[src/rtl/core/cadb_ram.sv]
// Generic simple dual-port RAM with one write and one registered read port.
// No dependencies.
module cadb_ram #(
  parameter int WIDTH = 8,
  parameter int DEPTH = 64
) (
  input  logic                     clk_i,
  input  logic                     we_i,
  input  logic [$clog2(DEPTH)-1:0] waddr_i,
  input  logic [WIDTH-1:0]         wdata_i,
  input  logic [$clog2(DEPTH)-1:0] raddr_i,
  output logic [WIDTH-1:0]         rdata_o
);

  logic [WIDTH-1:0] mem_q [DEPTH];
  logic [WIDTH-1:0] rdata_q;

  always_ff @(posedge clk_i) begin
    if (we_i) begin
      mem_q[waddr_i] <= wdata_i;
    end
    rdata_q <= mem_q[raddr_i];
  end

  assign rdata_o = rdata_q;

endmodule

[config.mk]
export PLATFORM = sky130hd
export DESIGN_NAME = cadb_ram
export DESIGN_NICKNAME = d
export VERILOG_FILES = /design/src/rtl/core/cadb_ram.sv
export SDC_FILE = /design/constraint.sdc
export NUM_CORES = 1
export LEC_CHECK = 0
export BUFFER_PORTS_ARGS = -buffer_cell sky130_fd_sc_hd__buf_4
export CAP_MARGIN = 5
export CORE_MARGIN = 2
export CORE_UTILIZATION = 45
export DETAILED_ROUTE_END_ITERATION = 10
export PLACE_DENSITY_LB_ADDON = 0.15
export SKIP_LAST_GASP = 1
export SYNTH_ARGS = -nofsm -noshare
export SYNTH_HDL_FRONTEND = slang
export SYNTH_SLANG_ARGS = --single-unit
export TNS_END_PERCENT = 1
[constraint.sdc]
create_clock -name clk_i -period 1.96 [get_ports clk_i]
set_input_delay 0.392 -clock clk_i [delete_from_list [all_inputs] [get_ports clk_i]]
set_output_delay 0.392 -clock clk_i [all_outputs]
set_load 0.005 [all_outputs]
==> results of run 1 <==
-- metal layers --
metal	up-vias	track usage (%)	share of wire, %
met1	5204	29.1	44
li1	4308	-	-
met3	88	4.26	5.6
met2	274	31.5	47
met5	-	0	0
met4	0	7.03	3.1
-- power by group through the flow --
stage	combinational [mW]	sequential (mW)	clock, mW
finish	1.29	12.3	10.4
global route	1.39	12.3	11.0
CTS	1.31	12.3	10.6
detailed placement	1.31	12.6	0
global placement	1.30	12.6	0
floorplan	0.659	12.6	0
-- flip-flops by register name, summed over array words and instances, names as in the netlist --
| signal | cells |
|---|---|
| mem_q | 512 |
| rdata_o | 8 |
-- metrics by stage --
stage	utilization [%]	total power, mW	setup TNS (ps)	instances
2_1_floorplan	-	13.2	-136	940
3_3_place_gp	50.0	13.9	-4010	1663
3_5_place_dp	50.0	13.9	-4180	1663
4_1_cts	54.1	24.3	-47.0	1762
5_1_grt	54.1	24.8	-78.1	1762
6_report	54.1	24.0	-17.0	1763
-- layout by cell type, fill, tap and decap left out, drive strengths merged, types with 14 or more instances in the layout --
cell	n
nand2	19
nor2b	14
mux2i	23
mux4	126
edfxtp	512
buf	181
clkbuf	61
nor2	83
clkinv	28
-- worst min-delay path: cells and delay by family --
family / cells / cell delay [ps]
buffers and inverters: 1 / 190
and+or+nand+nor: 1 / 90
AOI/OAI and AO/OA: 1 / 50
-- timing repair --
action / CTS / global route
pin swaps: 0 / 1
hold buffers: 0 / 0
setup endpoints to repair: 3 / 6
gates resized for setup: 1 / 2
-- area by class of cell --
type | instances | area (µm²)
Timing Repair Buffer | 182 | 1520
Fill cell | 3413 | 20300
Antenna cell | 1 | 2.50
Clock buffer | 60 | 1400
Tap cell | 592 | 741
Multi-Input combinational cell | 369 | 4330
Sequential cell | 520 | 15500
Clock inverter | 39 | 408
-- kinds of logic after synthesis --
family / Yosys count
AOI/OAI and AO/OA: 54
DFF: 520
and+or+nand+nor: 153
muxes: 162
buffers and inverters: 51
-- worst paths after layout --
check,to,slack [ps],cells past startpoint
worst min register to register,rdata_o[6],840,3
worst min-delay path,rdata_o[2],180,3
worst max register to register,rdata_o[6],-20,6
worst max-delay path,rdata_o[6],-20,6
==> results.sh, run 1 <==
export IMPL_run_status="finished, violations left"
export IMPL_failing_checks="negative setup slack"
export IMPL_floorplan_initialDensity_pct=45.6
export IMPL_vertical_die_dimension_um=216
export IMPL_tritoncts_num_buffers=53
export IMPL_rows=77
export IMPL_rsz0062_at_grt="true"
export IMPL_cts_reportedPaths_clkPinSlew_ps=60
export IMPL_vias_in_the_first_global_route=10200
export IMPL_timing_critical_path_from="mem_q[28][6]"
export IMPL_post_route_min_period_ps=1980
export IMPL_timing_hold_worst_start="raddr_i[5]"
export IMPL_worst_slack_ps=-17.0
export IMPL_clock_power_share_pct=43.2
export IMPL_grt_total_usage_pct=20.4
export IMPL_synthToLayoutAreaGrowth_pct=18.7
export IMPL_postSynthRegisterBits=520
export IMPL_vdd_ir_drop_max_mv=0.886
export IMPL_yosys_area_share_simple_pct=3.39
export IMPL_crit_path_leading_delay_family="multiplexers"
export IMPL_routabilityCongestion=0.806
export IMPL_share_seq_of_total_power_pct=51.4
export IMPL_power_density_mw_per_mm2=1000
export IMPL_global_route_overflow_total=0
export IMPL_clk_insertion_delay_late_ps=600
export IMPL_dp_hpwl_um=29600
export IMPL_vias=9874
export IMPL_maximum_number_of_pins_on_one_net_before_global_route_repair=65
export IMPL_worstHoldPathType="in2reg"
export IMPL_synthTopCellsByArea="edfxtp_1, mux4_2, nor2_1, mux2i_1, dfxtp_1"
export IMPL_drt_wl_total_um=46100
export IMPL_wl_per_cell_um=26.2
export IMPL_worst_path_max_fanout=1
export IMPL_floorplan_die_area_mm2=0.0465
export IMPL_power_net_switching_mw=4.86
export IMPL_cts_buffer_depth=3
export IMPL_synthMostInstantiatedCell="edfxtp_1"
export IMPL_core_area_mm2=0.0442
export IMPL_synthesized_area_fraction_occupied_by_adder_cells_pct=0
export IMPL_critical_path_max_stage_delay_ps=470
export IMPL_max_slew_margin_pct=52.3
export IMPL_power_frac_comb_pct=5.4
export IMPL_power_leakage_nw=7.81
export IMPL_detail_route_drc_violations=0
export IMPL_clock_skew_ps=24.9
export IMPL_worstSetupPathType="reg2reg"
export IMPL_final_hold_viol_count=0
export IMPL_max_clock_freq_mhz=506
export IMPL_post_cts_repair_setup_buffers=0
export IMPL_cp_end_kind="flip-flop"
export IMPL_drtAntennaViolNets=0
export IMPL_ios=30
export IMPL_hold_slack_ps=180
export IMPL_drive_above_1_share_pct=34.4
export IMPL_muxShareOfSynthArea_pct=15.9
export IMPL_crit_path_cells="mux4_2 > mux2_2 > o221a_2 > nor3_2 > buf_4 > o32ai_1"
export IMPL_place_area_mm2=0.0221
export IMPL_internal_power_mw=19.1
export IMPL_report_final_setup_viol=1
export IMPL_r2r_startpoint="mem_q[28][6]"
export IMPL_synthCells=940
export IMPL_critPathArrivalTime_ps=2450
export IMPL_synth_compound_gate_area_share_pct=2.07
export IMPL_worst_slew_pin_transition_ps=716
export IMPL_yosysSeqAreaShare_pct=77.0
export IMPL_cts_htree_levels=2
export IMPL_cts_tree="yes"
export IMPL_timing_final_crit_share_pct=101
export IMPL_place_port_buffers=29
export IMPL_power_share_switching_pct=20.3
export IMPL_dominant_combinational_cell_family_by_area_after_synthesis="multiplexers"
export IMPL_maxSlewViolCount=0
export IMPL_synth_largest_area_cell="edfxtp_1"
export IMPL_postSynthNetCount=962
export IMPL_post_drt_via_cell_ratio=5.60
export IMPL_drt_first_pass_iters=5
export IMPL_grt_first_pass_wirelength_um=68200
export IMPL_ys_flop_type="edfxtp_1"
export IMPL_maxCapViolCount=0
export IMPL_number_of_warning_messages_in_the_yosys_log=0
export IMPL_syn_avg_cell_area_um2=21.5
export IMPL_data_required_time_of_the_worst_path_ps=2440
export IMPL_cp_slowest_cell="mux4_2"
export IMPL_asyncSetResetFlopFracSynth_pct=0
export IMPL_number_of_flops_mapped_to_enable_cells_by_yosys=512
export IMPL_dr_first_iter_drc_count=874
export IMPL_antenna_violations_before_repair=1
export IMPL_setup_worst_path_start_class="flip-flop"
export IMPL_post_place_worst_slack_ps=-636
export IMPL_synth_top_area_share_pct=76.2
export IMPL_synthDistinctLibCells=40
export IMPL_finalInstanceArea_mm2=0.0239
export IMPL_design_final_nets=1148
export IMPL_post_synth_most_frequent_cells="edfxtp_1, mux4_2, nor2_1, mux2i_1, nand2_1"
export IMPL_sinks_on_clock_net=520
export IMPL_floorplan_die_width_um=216
export IMPL_timing_critical_path_buf_inv=1
export IMPL_synth_area_mm2=0.0202
export IMPL_clock_root_buffer="clkbuf_16"
export IMPL_post_synth_xor_area_fraction_pct=0
Power figures use the tool's default switching activity.
==> inputs of run 2 (changes only) <==
--- a/config.mk
+++ b/config.mk
@@ -5,11 +5,11 @@
 export SDC_FILE = /design/constraint.sdc
 export NUM_CORES = 1
 export LEC_CHECK = 0
-export BUFFER_PORTS_ARGS = -buffer_cell sky130_fd_sc_hd__buf_4
 export CAP_MARGIN = 5
 export CORE_MARGIN = 2
 export CORE_UTILIZATION = 45
 export DETAILED_ROUTE_END_ITERATION = 10
+export DONT_BUFFER_PORTS = 1
 export PLACE_DENSITY_LB_ADDON = 0.15
 export SKIP_LAST_GASP = 1
 export SYNTH_ARGS = -nofsm -noshare
==> run 2 against run 1 <==
Against the previous run: the flow now finishes without violations; utilization down 1.4 points; global-route usage down 0.18 points; sequential power about the same; non-clock buffer count down 77; final cell count down 4.8%; sequential share of layout area up 1.8 points; first-iteration DRC count up 7.3%; critical path depth down 1; total power down 2.5%; sequential cell count unchanged; combinational power down 31%; critical path type unchanged; highest routed layer is now met5.
==> results.sh, run 2 (synthesis results as in run 1) <==
export IMPL_maxSlewViolCount=0
export IMPL_worstSetupPathType="reg2reg"
export IMPL_post_route_min_period_ps=1900
export IMPL_rsz0062_at_grt="false"
export IMPL_worst_slew_pin_transition_ps=590
export IMPL_data_required_time_of_the_worst_path_ps=2420
export IMPL_hold_slack_ps=36.1
export IMPL_place_port_buffers=0
export IMPL_dp_hpwl_um=25700
export IMPL_global_route_overflow_total=0
export IMPL_cts_tree="yes"
export IMPL_ios=30
export IMPL_worst_path_max_fanout=1
export IMPL_clock_skew_ps=22.8
export IMPL_register_area_mm2=0.0155
export IMPL_rows=77
export IMPL_vertical_die_dimension_um=216
export IMPL_maxCapViolCount=0
export IMPL_finalInstanceArea_mm2=0.0233
export IMPL_sinks_on_clock_net=520
export IMPL_detail_route_drc_violations=0
export IMPL_wl_per_cell_um=27.3
export IMPL_place_area_mm2=0.0213
export IMPL_mostFrequentLayoutCell="edfxtp_1"
export IMPL_vdd_ir_drop_max_mv=0.701
export IMPL_post_drt_via_cell_ratio=5.76
export IMPL_floorplan_die_area_mm2=0.0465
export IMPL_vias_in_the_first_global_route=9764
export IMPL_maximum_number_of_pins_on_one_net_before_global_route_repair=138
export IMPL_worst_r2r_cell_count=5
export IMPL_cp_end_kind="flip-flop"
export IMPL_setup_worst_path_start_class="flip-flop"
export IMPL_largest_register_ff_count=512
export IMPL_timing_final_crit_share_pct=97.0
export IMPL_clk_insertion_delay_late_ps=600
export IMPL_drt_wl_total_um=45800
export IMPL_antenna_violations_before_repair=1
export IMPL_synthToLayoutAreaGrowth_pct=15.6
export IMPL_register_name_with_the_most_flops="mem_q"
export IMPL_tritoncts_num_buffers=53
export IMPL_power_leakage_nw=7.41
export IMPL_cts_htree_levels=2
export IMPL_vias=9664
export IMPL_power_density_mw_per_mm2=1000
export IMPL_max_clock_freq_mhz=526
export IMPL_insertedDiodeCount=0
export IMPL_max_slew_margin_pct=60.5
export IMPL_clock_root_buffer="clkbuf_16"
export IMPL_drive_above_1_share_pct=29.3
export IMPL_crit_path_cells="mux4_2 > mux2_2 > o221a_2 > nor3_2 > o32ai_1"
export IMPL_commonest_non_fill_non_tap_cells_in_the_layout="edfxtp_1, mux4_2, buf_4, nor2_1, clkbuf_16"
export IMPL_design_final_nets=1071
export IMPL_run_status="completed"
export IMPL_cts_buffer_depth=3
export IMPL_fill_cells=3444
export IMPL_drtAntennaViolNets=0
export IMPL_cts_reportedPaths_clkPinSlew_ps=60
export IMPL_report_final_setup_viol=0
export IMPL_worstHoldPathType="in2reg"
export IMPL_cp_slowest_cell="mux4_2"
export IMPL_area_of_combinational_cells_with_multiple_inputs_mm2=0.00433
export IMPL_post_cts_repair_setup_buffers=0
export IMPL_floorplan_initialDensity_pct=45.6
export IMPL_final_hold_viol_count=0
export IMPL_grt_first_pass_wirelength_um=67400
export IMPL_routabilityCongestion=0.777
export IMPL_dr_first_iter_drc_count=938
export IMPL_grt_total_usage_pct=20.2
export IMPL_critical_path_max_stage_delay_ps=450
export IMPL_critPathArrivalTime_ps=2370
export IMPL_hold_path_depth=2
export IMPL_floorplan_die_width_um=216
export IMPL_drt_first_pass_iters=7
export IMPL_core_area_mm2=0.0442
-- run 2: changes by cell type in the layout (fill, tap and decap cells not counted), moves of 3 or more --
cell,previous run,this run
buf_4,169,95
buf_12,12,0
clkinv_1,18,7
buf_16,0,8
clkbuf_1,5,13
clkinv_2,9,2
clkbuf_8,1,6
bufinv_16,9,6
-- run 2: worst paths after layout --
path / slack (ps) / end / start
max: 60 / rdata_o[6] / mem_q[24][6]
min: 40 / rdata_o[2] / raddr_i[5]
max reg2reg: 60 / rdata_o[6] / mem_q[24][6]
min reg2reg: 830 / rdata_o[4] / mem_q[31][4]
-- run 2: layout make-up --
type / instances / area share, %
clock inverter: 18 / 1.04
sequential: 520 / 66.7
timing repair buffer: 105 / 4.09
multi-input combinational: 369 / 18.6
tap: 592 / 3.18
clock buffer: 74 / 6.47
-- run 2: metrics by stage --
step | total power, mW | std cells | util [%] | worst slack [ps] | TNS (ps)
global placement | 13.3 | 1576 | 48.2 | -185 | -313
global route | 24.1 | 1678 | 52.7 | 1.89 | 0
floorplan | 13.2 | 940 | - | -20.4 | -136
CTS | 23.6 | 1677 | 52.7 | -13.8 | -13.8
finish | 23.4 | 1678 | 52.7 | 58.6 | 0
detailed placement | 13.3 | 1576 | 48.2 | -175 | -317
-- run 2: critical path: cells and delay by family, from the launching register on --
| kind | cells | cell delay [ps] |
|---|---|---|
| multiplexers | 2 | 720 |
| AND/OR/NAND/NOR | 1 | 260 |
| AO/OA/AOI/OAI | 2 | 400 |
| flip-flops | 1 | 380 |
-- run 2: what timing repair did --
action | in CTS | in global routing
gates resized for setup | 1 | 1
hold buffers | 9 | 1
hold endpoints to repair | 520 | 7
setup endpoints to repair | 2 | 1
-- run 2: power by group --
part	leakage, nW	switching, mW	internal [mW]
Sequential	4.67	0.0460	12.3
Combinational	1.89	0.447	0.448
Clock	0.849	4.03	6.11
Total	7.41	4.53	18.9
-- run 2: metal layers --
| layer | part of all wire [%] | global-route usage (%) | vias to the layer above |
|---|---|---|---|
| met1 | 44 | 29.2 | 5200 |
| li1 | - | - | 4145 |
| met4 | 2.2 | 5.36 | 2 |
| met2 | 47 | 31.3 | 252 |
| met5 | 0.020 | 0 | - |
| met3 | 6.6 | 4.55 | 65 |
